## config.mk

```make
export PLATFORM = sky130hd
export DESIGN_NAME = bam_ctrl
export DESIGN_NICKNAME = d
export VERILOG_FILES = /design/src/hw/rtl/block_average_mosaic_macros.svh /design/src/hw/rtl/bam_pkg.sv /design/src/hw/rtl/bam_ctrl.sv
export SDC_FILE = /design/constraint.sdc
export NUM_CORES = 1
export LEC_CHECK = 0
export BUFFER_PORTS_ARGS = -buffer_cell sky130_fd_sc_hd__buf_2
export CORE_MARGIN = 1
export CORE_UTILIZATION = 45
export DETAILED_ROUTE_END_ITERATION = 10
export GPL_TIMING_DRIVEN = 1
export PLACE_DENSITY = 0.7
export SYNTH_ARGS = -nofsm -noshare
export SYNTH_HDL_FRONTEND = slang
export SYNTH_SLANG_ARGS = --single-unit
export TNS_END_PERCENT = 100
```

## constraint.sdc

```tcl
create_clock -name clk -period 2.3 [get_ports clk]
set_input_delay 0.23 -clock clk [delete_from_list [all_inputs] [get_ports clk]]
set_output_delay 0.23 -clock clk [all_outputs]
set_load 0.02 [all_outputs]
```

## src/hw/rtl/block_average_mosaic_macros.svh

```systemverilog
// ----------------------------------------------------------------------------
// block_average_mosaic_macros
// assertion macros shared by the mosaic block
// ----------------------------------------------------------------------------
`ifndef BLOCK_AVERAGE_MOSAIC_MACROS_SVH
`define BLOCK_AVERAGE_MOSAIC_MACROS_SVH

// same-cycle implication, checked outside reset
`define BAM_ASSERT_SAME(lbl, ante, cons, msg) \
	lbl: assert property (@(posedge clk) disable iff (!arst_n) (ante) |-> (cons)) \
		else $error(msg);

// next-cycle implication, checked outside reset
`define BAM_ASSERT_NEXT(lbl, ante, cons, msg) \
	lbl: assert property (@(posedge clk) disable iff (!arst_n) (ante) |=> (cons)) \
		else $error(msg);

`endif

```

## src/hw/rtl/bam_pkg.sv

```systemverilog
// ----------------------------------------------------------------------------
// bam_pkg
// shared constants and types of the mosaic block
// ----------------------------------------------------------------------------
package bam_pkg;

	localparam int SIDE       = 64;
	localparam int COORD_W    = $clog2(SIDE);
	localparam int ADDR_W     = 2 * COORD_W;
	localparam int CHAN_W     = 8;
	localparam int PIX_W      = 3 * CHAN_W;
	localparam int BS_W       = 7;
	localparam int ORG_W      = BS_W + 1;
	localparam int CNT_W      = ADDR_W + 1;
	localparam int SUM_W      = CHAN_W + ADDR_W;
	localparam int REM_W      = CNT_W + 1;
	localparam int ORG_STEPS  = COORD_W;
	localparam int QUOT_STEPS = SUM_W;
	localparam int STEP_W     = $clog2(QUOT_STEPS);

	localparam logic [BS_W-1:0] BS_RESET = BS_W'(5);

	localparam logic MODE_LOAD = 1'b0;
	localparam logic MODE_READ = 1'b1;

	typedef struct packed {
		logic wr;
		logic capture;
		logic org_step;
		logic org_done;
		logic walk;
		logic quot_load;
		logic quot_step;
		logic out_load;
	} cmd_t;

	typedef struct packed {
		logic walk_last;
	} status_t;

endpackage

```

## src/hw/rtl/bam_ctrl.sv

```systemverilog
// ----------------------------------------------------------------------------
// bam_ctrl
// sequencer for load and read items of the mosaic block
// ----------------------------------------------------------------------------
module bam_ctrl (
	input  logic             clk,
	input  logic             arst_n,
	input  logic             in_valid,
	input  logic             mode,
	output logic             in_ready,
	input  logic             out_ready,
	output logic             out_valid,
	input  bam_pkg::status_t status,
	output bam_pkg::cmd_t    cmd
);
	import bam_pkg::*;

	typedef enum logic [2:0] {
		ST_IDLE,
		ST_ORIGIN,
		ST_SETUP,
		ST_WALK,
		ST_DRAIN,
		ST_QLOAD,
		ST_QUOT,
		ST_EMIT
	} state_t;

	state_t              state_q;
	logic [STEP_W-1:0]   step_q;
	logic                out_valid_q;
	logic                accept;
	logic                emit_ok;

	assign in_ready  = (state_q == ST_IDLE);
	assign out_valid = out_valid_q;
	assign accept    = in_valid && in_ready;
	assign emit_ok   = (state_q == ST_EMIT) && (!out_valid_q || out_ready);

	always_comb begin
		cmd           = '0;
		cmd.capture   = accept;
		cmd.wr        = accept && (mode == MODE_LOAD);
		cmd.org_step  = (state_q == ST_ORIGIN);
		cmd.org_done  = (state_q == ST_SETUP);
		cmd.walk      = (state_q == ST_WALK);
		cmd.quot_load = (state_q == ST_QLOAD);
		cmd.quot_step = (state_q == ST_QUOT);
		cmd.out_load  = emit_ok;
	end

	always_ff @(posedge clk or negedge arst_n) begin
		if (!arst_n) begin
			state_q     <= ST_IDLE;
			step_q      <= '0;
			out_valid_q <= 1'b0;
		end else begin
			if (emit_ok) begin
				out_valid_q <= 1'b1;
			end else if (out_ready) begin
				out_valid_q <= 1'b0;
			end
			case (state_q)
				ST_IDLE: begin
					step_q <= '0;
					if (accept && (mode == MODE_READ)) begin
						state_q <= ST_ORIGIN;
					end
				end
				ST_ORIGIN: begin
					step_q <= step_q + 1'b1;
					if (step_q == STEP_W'(ORG_STEPS - 1)) begin
						state_q <= ST_SETUP;
					end
				end
				ST_SETUP: begin
					state_q <= ST_WALK;
				end
				ST_WALK: begin
					if (status.walk_last) begin
						state_q <= ST_DRAIN;
					end
				end
				ST_DRAIN: begin
					state_q <= ST_QLOAD;
				end
				ST_QLOAD: begin
					step_q  <= '0;
					state_q <= ST_QUOT;
				end
				ST_QUOT: begin
					step_q <= step_q + 1'b1;
					if (step_q == STEP_W'(QUOT_STEPS - 1)) begin
						state_q <= ST_EMIT;
					end
				end
				ST_EMIT: begin
					if (emit_ok) begin
						state_q <= ST_IDLE;
					end
				end
				default: begin
					state_q <= ST_IDLE;
				end
			endcase
		end
	end

endmodule

```

==> results.yml, run 1 <==
sta:
  min_period_over_period_pct: 81.31
  rsz0062_at_grt: "false"
  timing.final.crit_period_ps: 1870
  fin_setup_tns_ps: 0
  skew_ps: 7.340
  slew_viol_final: 0
  hold_viol: 0
  slew-limit-headroom_pct: 68.82
  worstMarginPinSlew_ps: 464.2
  setup_viol: 0
  fmax_ghz: 0.5347
  layout_setup_ws_ps: 429.8
logic_synthesis:
  synth_most_common_cell: "dfrtp_1"
  netlist.area_leader.share_pct: 33.71
  avgSynthCellArea_um2: 9.826
  yosysWarnings: 0
  ys_seq_elements: 9
  synthArstFlopShare_pct: 100.0
  ys_types: 30
  yosys.area.top_type: "dfrtp_1"
  syn-num-nets: 80
  synth_edf_count: 0
  netlist_instances: 68
  synth_ff_type: "dfrtp_1"
  ys_top_cells_by_count: "dfrtp_1, nand2_1, ha_1"
  synthTopCellsByArea: "dfrtp_1, ha_1, nand2_1"
  syn-cell-area_um2: 668.1
  ys_seq_area_share_pct: 33.71
power:
  total_power_uw: 1091
  peakVddDrop_v: 0.0006401
  powerDensity_nw_per_um2: 1427
  leakage_uw: 0.0003832
worst_setup_path:
  cp.required_ps: 2070
  r2r-end: "state_q[1]"
  rr_worst_depth: 6
  cp-startpoint: "state_q[1]"
  worstPathMaxFanout: 4
  reg2reg_slack_ps: 540
  cp.arrival_ps: 1640
  cpMaxStageDelayCell: "dfrtp_1"
  cp_slowest_stage_delay_ps: 410
  path_class: "reg2out"
  endpoint: "cmd[7]"
  rr_startpoint: "state_q[0]"
  cp_cell_sequence: "inv_1 -> ha_1 -> and2b_2 -> and2_1 -> nor2b_1 -> buf_2"
  endpoint_kind: "output port"
  start_kind: "flip-flop"
cts:
  cts_hold_buffers: 1
  clk_pin_slew_ps: 70
  numClockSinks: 9
  clockBufferDepth: 2
  cts_inserted_buffers: 3
  tritoncts: "done"
  cts-resized-gates: 0
  cts_root_buffer: "clkbuf_4"
  post_cts_buffers: 0
  clk_latency_ps: 270
  cts_max_level: 1
routing:
  via_count: 509
  avgRoutedWirePerCell_um: 12.55
  firstDrtPassIters: 2
  vias_per_cell: 5.141
  drtAntennaViolNets: 0
  drc: 0
  dr.first_iter.drc_count: 6
  routed_wl_mm: 1.242
placement:
  gp_congestion: 0.7689
  placed_area_um2: 728.2
  port_buffers: 15
  pre_cts_slack_ps: 534.6
  post-dp-hpwl_um: 944.8
grt:
  grt_start_max_net_pins: 14
  first_global_vias: 442
  antenna_found_initial: 0
  grt.overflow.total: 0
  track_usage_pct: 17.51
  grt_pass1_wl_mm: 1.821
floorplanning:
  initial_core_util_pct: 50.09
  die_y_um: 40.53
  die_w_um: 40.53
  ioPinCount: 16
  rows: 13
  fp.coreArea_um2: 1334
  fp.dieArea_um2: 1643
layout:
  fill_cells: 116
  antenna_cells: 0
  area_growth_pct: 14.42
  final_area_um2: 764.5
  layout.nets: 97
  layout-drive-gt1-share_pct: 32.14
run_status:
  status: "complete, no violations"
hold_path:
  hp-class: "in2reg"
flow_run:
  maxCapViolations: 0
-- layout by cell type (no fill, tap or decap), types with 2 or more instances in the layout --
cell type  netlist  layout
buf_2            0      15
nor2_1           3       3
o21ai_0          4       4
inv_1            3       3
xor2_1           2       2
nand4bb_1        2       2
and2_1           2       2
nand2_1          7       7
nand3_1          2       2
and2b_2          3       3
dfrtp_1          9       9
nor2b_1          3       3
nor3_1           3       3
ha_1             6       6
clkbuf_4         0       3
-- power by group --
group          total [µW]  internal [µW]  switching [µW]
Clock                 131           67.2            63.8
Combinational         650            313             337
Sequential            310            226            83.8
-- worst min-delay path by stage --
stage | depth (start not counted) | end | slack, ps | from
6_report | 3 | out_valid | 270 | out_ready
3_3_place_gp | 1 | out_valid | 100 | arst_n
5_1_grt | 3 | out_valid | 290 | out_ready
3_5_place_dp | 1 | out_valid | 100 | arst_n
4_1_cts | 3 | out_valid | 270 | out_ready
2_1_floorplan | 0 | out_valid | -70 | arst_n
-- registers in the layout (all words and copies together), names as in the netlist --
name	flops
step_q	5
out_valid	1
state_q	3
-- critical path, delay by kind of cell (launching register included) --
kind	cells	cell delay (ps)
adder cells (fa/ha/maj)	1	220
AND/OR/NAND/NOR	3	510
flip-flops	1	410
buffers and inverters	2	230
-- stage by stage --
step	std cells	utilization [%]	hold slack [ps]
global route	99	57.32	288.0
finish	99	57.32	269.4
detailed placement	94	54.60	98.84
CTS	99	57.32	266.1
floorplan	68	-	-65.59
global placement	94	54.60	95.14
-- cells by family (layout without fill, tap and decap cells) --
family	after synthesis	in the layout	synth area share (%)
XOR/XNOR	3	3	3.933
buffers and inverters	7	23	6.741
AO/OA/AOI/OAI	10	10	11.05
AND/OR/NAND/NOR	31	31	29.59
adder cells (fa/ha/maj)	6	6	11.24
flip-flops	9	9	33.71
multiplexers	2	2	3.745
-- per-layer routing --
metal | track usage (%) | part of all wire, % | vias to the layer above | wire (µm)
met5 | 0 | 0 | - | 0
met4 | 12.50 | 3.1 | 0 | 38
met3 | 3.333 | 4.4 | 5 | 55
met2 | 25.79 | 44 | 14 | 550
met1 | 22.48 | 48 | 228 | 598
li1 | - | - | 262 | -
-- area by class of cell --
cell class,count,area (µm²),area share [%]
sequential,9,225.2,29.46
inverter,3,11.26,1.473
tap,15,18.77,2.455
clock buffer,4,26.28,3.437
multi-input combinational,52,397.9,52.05
timing repair buffer,16,85.08,11.13
Power figures use the tool's default switching activity.
==> inputs of run 2 (changes only) <==
--- a/config.mk
+++ b/config.mk
@@ -10,7 +10,7 @@
 export CORE_UTILIZATION = 45
 export DETAILED_ROUTE_END_ITERATION = 10
 export GPL_TIMING_DRIVEN = 1
-export PLACE_DENSITY = 0.7
+export PLACE_DENSITY = 0.73
 export SYNTH_ARGS = -nofsm -noshare
 export SYNTH_HDL_FRONTEND = slang
 export SYNTH_SLANG_ARGS = --single-unit
==> constraint.sdc (replaced) <==
create_clock -name clk -period 1.7 [get_ports clk]
set_input_delay 0.17 -clock clk [delete_from_list [all_inputs] [get_ports clk]]
set_output_delay 0.17 -clock clk [all_outputs]
set_load 0.02 [all_outputs]
==> run 2 against run 1 <==
Against the previous run: total power up 65%; wire length is 17% higher; sequential power rose by 32%; die area unchanged; sequential share of layout area decreased by 4.7 points; final cell count is 12% higher; worst setup slack got worse by 400 ps; clock skew is 6.9 ps lower; critical path type is now reg2reg; highest routed layer unchanged.
==> results.yml, run 2 (synthesized netlist as in run 1, its figures left out) <==
sta:
  setup_viol: 0
  slew_viol_final: 0
  min_period_over_period_pct: 98.39
  slew-limit-headroom_pct: 82.41
  fmax_ghz: 0.5979
  hold_viol: 0
  rsz0062_at_grt: "true"
  timing.final.crit_period_ps: 1673
  skew_ps: 0.4872
  worstMarginPinSlew_ps: 262.3
layout:
  final_cell_mix: "buf_2, buf_4, dfrtp_1"
  final_area_um2: 910.9
  multi_input_area_um2: 440.4
  fin_cells: 111
  top_register: "step_q"
  area_growth_pct: 36.33
  fill_cells: 104
  layout-drive-gt1-share_pct: 50.00
  largest_register_ffs: 5
  seq_area_um2: 225.2
  final_common_cell: "buf_2"
  antenna_cells: 0
  layout.nets: 109
cts:
  clk_latency_ps: 270
  cts_root_buffer: "clkbuf_4"
  cts_inserted_buffers: 3
  clockBufferDepth: 2
  tritoncts: "done"
  cts_max_level: 1
  clk_pin_slew_ps: 70
  numClockSinks: 9
placement:
  dp.cells: 100
  post-dp-hpwl_um: 976.3
  port_buffers: 15
  gp_congestion: 0.7633
  placed_area_um2: 773.2
flow_run:
  maxCapViolations: 0
grt:
  grt_start_max_net_pins: 10
  track_usage_pct: 20.07
  antenna_found_initial: 0
  first_global_vias: 509
  grt_pass1_wl_mm: 2.049
  grt.overflow.total: 0
hold_path:
  whs_path_depth: 3
  hp-start: "out_ready"
  hp-class: "in2reg"
  whs_endpoint: "out_valid"
routing:
  drc: 0
  routed_wl_mm: 1.459
  vias_per_cell: 5.243
  via_count: 582
  drtAntennaViolNets: 0
  avgRoutedWirePerCell_um: 13.14
  dr.first_iter.drc_count: 6
  firstDrtPassIters: 2
floorplanning:
  ioPinCount: 16
  fp.coreArea_um2: 1334
  initial_core_util_pct: 50.09
  fp.dieArea_um2: 1643
  die_y_um: 40.53
  rows: 13
  die_w_um: 40.53
power:
  leakage_uw: 0.0004447
  powerDensity_nw_per_um2: 1980
  peakVddDrop_v: 0.0009734
worst_setup_path:
  worstPathMaxFanout: 3
  r2r-end: "state_q[1]"
  path_class: "reg2reg"
  start_kind: "flip-flop"
  cp.required_ps: 1850
  reg2reg_slack_ps: 30
  rr_startpoint: "state_q[0]"
  cp.arrival_ps: 1830
  endpoint_kind: "flip-flop"
  rr_worst_depth: 6
run_status:
  status: "complete, no violations"
[run 2: power by group]
| part | internal, µW | switching (µW) | total (µW) |
|---|---|---|---|
| clock | 90.8 | 84.3 | 175 |
| combinational | 652 | 568 | 1220 |
| sequential | 306 | 102 | 408 |
| total | 1050 | 755 | 1800 |
[run 2: worst max-delay path by stage]
stage | from | end | cells after the start
floorplan | state_q[0] | state_q[1] | 7
finish | state_q[0] | state_q[1] | 6
global placement | state_q[0] | state_q[1] | 5
global route | state_q[1] | cmd[7] | 6
CTS | state_q[0] | state_q[1] | 6
detailed placement | state_q[1] | state_q[1] | 5
[run 2: critical path, stage by stage, from the launching register on]
cell,delay (ps)
dfrtp_1,420
buf_6,140
ha_4,150
and2b_4,160
a22oi_2,170
and3_4,230
mux2_4,300
[run 2: what timing repair did]
action | in CTS | in global routing
endpoints found under the setup margin | 1 | 9
gates resized for setup | 3 | 13
hold endpoints to repair | 9 | 0
pin swaps | 0 | 4
setup buffers | 3 | 3
hold buffers | 1 | 0
[run 2: metal layers]
| layer | GRT usage (%) | vias to the layer above | wire length, µm |
|---|---|---|---|
| met1 | 23.92 | 270 | 674 |
| li1 | - | 290 | - |
| met5 | 0 | - | 0 |
| met3 | 5.556 | 6 | 64 |
| met4 | 19.17 | 0 | 57 |
| met2 | 28.17 | 16 | 662 |
[run 2: layout make-up]
type                       count  area share (%)
clock buffer                   4           2.885
inverter                       3           1.236
multi-input combinational     52           48.35
sequential                     9           24.73
tap                           15           2.060
timing repair buffer          28           20.74
[run 2: per-stage QoR]
stage	TNS (ps)	setup WS, ps	util, %	hold slack [ps]	power, µW
2_1_floorplan	0	7.163	-	-125.6	1126
3_3_place_gp	0	90.04	57.97	31.72	1367
3_5_place_dp	0	72.83	57.97	32.79	1397
4_1_cts	-0.3582	-0.3582	62.76	208.6	1637
5_1_grt	-44.60	-26.86	68.29	252.5	1947
6_report	0	27.36	68.29	214.0	1803
==> inputs of run 3 (changes only) <==
--- a/config.mk
+++ b/config.mk
@@ -9,8 +9,9 @@
 export CORE_MARGIN = 1
 export CORE_UTILIZATION = 45
 export DETAILED_ROUTE_END_ITERATION = 10
-export GPL_TIMING_DRIVEN = 1
-export PLACE_DENSITY = 0.73
+export GPL_TIMING_DRIVEN = 0
+export PLACE_DENSITY = 0.7
+export REMOVE_ABC_BUFFERS = 1
 export SYNTH_ARGS = -nofsm -noshare
 export SYNTH_HDL_FRONTEND = slang
 export SYNTH_SLANG_ARGS = --single-unit
==> constraint.sdc (replaced) <==
create_clock -name clk -period 1.9 [get_ports clk]
set_input_delay 0.19 -clock clk [delete_from_list [all_inputs] [get_ports clk]]
set_output_delay 0.19 -clock clk [all_outputs]
set_load 0.02 [all_outputs]
==> run 3 against run 2 <==
Against the previous run: via count fell by 13%; utilization fell by 11 points; combinational power fell by 36%; cell area fell by 16%; hold slack improved by 26 ps; die area did not move; critical endpoint is now cmd[7]; largest power group unchanged.
==> results.yml, run 3 (synthesized netlist as in run 1, its figures left out) <==
run_status:
  status: "complete, no violations"
floorplanning:
  die_w_um: 40.53
  fp.dieArea_um2: 1643
  die_y_um: 40.53
  rows: 13
  initial_core_util_pct: 50.09
  fp.coreArea_um2: 1334
  ioPinCount: 16
layout:
  largest_register_ffs: 5
  final_common_cell: "buf_2"
  layout-drive-gt1-share_pct: 33.33
  top_register: "step_q"
  antenna_cells: 0
  final_cell_mix: "buf_2, dfrtp_1, nand2_1"
  area_growth_pct: 14.79
  fin_cells: 99
  final_area_um2: 767.0
  layout.nets: 97
placement:
  gp_congestion: 0.7256
  port_buffers: 15
  pre_cts_slack_ps: 156.4
  dp.cells: 94
  placed_area_um2: 728.2
  post-dp-hpwl_um: 858.3
worst_setup_path:
  worstPathMaxFanout: 4
  r2r-end: "state_q[1]"
  endpoint_kind: "output port"
  cpMaxStageDelayCell: "dfrtp_1"
  cp.required_ps: 1710
  path_class: "reg2out"
  start_kind: "flip-flop"
  cp_slowest_stage_delay_ps: 400
  rr_startpoint: "state_q[1]"
  rr_worst_depth: 6
  cp_num_cells: 6
  cp_cell_sequence: "inv_1 -> ha_2 -> and2b_2 -> and2_1 -> nor2b_1 -> buf_2"
  crit_family: "simple AND/OR/NAND/NOR gates"
  cp_num_buf_inv: 2
  cp.arrival_ps: 1580
  reg2reg_slack_ps: 160
sta:
  rsz0062_at_grt: "false"
  hold_viol: 0
  slew-limit-headroom_pct: 68.49
  setup_viol: 0
  fmax_ghz: 0.5637
  timing.final.crit_period_ps: 1774
  worstMarginPinSlew_ps: 469.1
  min_period_over_period_pct: 93.37
  layout_setup_ws_ps: 126.0
  skew_ps: 2.337
  hold_slack_ps: 240.2
  fin_setup_tns_ps: 0
  slew_viol_final: 0
hold_path:
  whs_endpoint: "out_valid"
  hp-class: "in2reg"
  whs_path_depth: 3
  hp-start: "out_ready"
grt:
  grt_start_max_net_pins: 14
  grt_pass1_wl_mm: 1.656
  grt.overflow.total: 0
  antenna_found_initial: 0
  first_global_vias: 388
  track_usage_pct: 16.13
routing:
  firstDrtPassIters: 4
  drtAntennaViolNets: 0
  met1Wirelength_um: 536
  routed_wl_mm: 1.125
  drc: 0
  wl_met2_um: 472
  dr.max_layer_used: "met4"
  avgRoutedWirePerCell_um: 11.36
  dr.first_iter.drc_count: 8
  vias_per_cell: 5.131
  via_count: 508
  route.met3.wl_um: 90
cts:
  cts_max_level: 1
  numClockSinks: 9
  cts_inserted_buffers: 3
  post_cts_buffers: 0
  clk_pin_slew_ps: 60
  cts_root_buffer: "clkbuf_4"
  clk_latency_ps: 260
  tritoncts: "done"
  clockBufferDepth: 2
power:
  peakVddDrop_v: 0.0007282
  leakage_uw: 0.0003814
  powerDensity_nw_per_um2: 1691
flow_run:
  maxCapViolations: 0
==> run 3: changes by cell type in the layout (fill, tap and decap cells not counted), sizes merged <==
cell / change
buf: -12
==> run 3: layout make-up <==
class | instances | area (µm²)
fill | 119 | 566.8
multi-input combinational | 52 | 400.4
sequential | 9 | 225.2
timing repair buffer | 16 | 85.08
clock buffer | 4 | 26.28
tap | 15 | 18.77
inverter | 3 | 11.26
==> run 3: per-layer routing <==
metal,vias to the layer above,track usage [%]
met5,-,0
met4,0,12.50
met3,4,3.333
met2,21,23.02
met1,216,20.81
li1,267,-
==> run 3: worst max-delay path by stage <==
stage,from,to,slack (ps)
2_1_floorplan,state_q[0],cmd[7],180
3_3_place_gp,state_q[0],state_q[1],190
3_5_place_dp,state_q[0],state_q[1],160
4_1_cts,state_q[0],cmd[7],70
5_1_grt,state_q[0],cmd[7],2
6_report,state_q[0],cmd[7],130
==> run 3: repair_timing <==
action	4_1_cts	5_1_grt
endpoints found under the setup margin	0	1
hold buffers	1	0
gates resized for setup	0	1
hold endpoints to repair	9	0
==> run 3: tightest hold or removal path, stage by stage <==
cell and delay [ps]:
buf_2 80, nor2b_1 60, nand2b_1 140
==> run 3: through the flow <==
stage	power [µW]	util, %
floorplan	971.1	-
global placement	1139	54.60
detailed placement	1153	54.60
CTS	1313	57.32
global route	1420	57.50
finish	1297	57.50
==> run 3: where the power goes <==
part	internal, µW	switching (µW)	total [µW]
combinational	380	400	779
clock	81.1	68.8	150
sequential	274	94.3	368
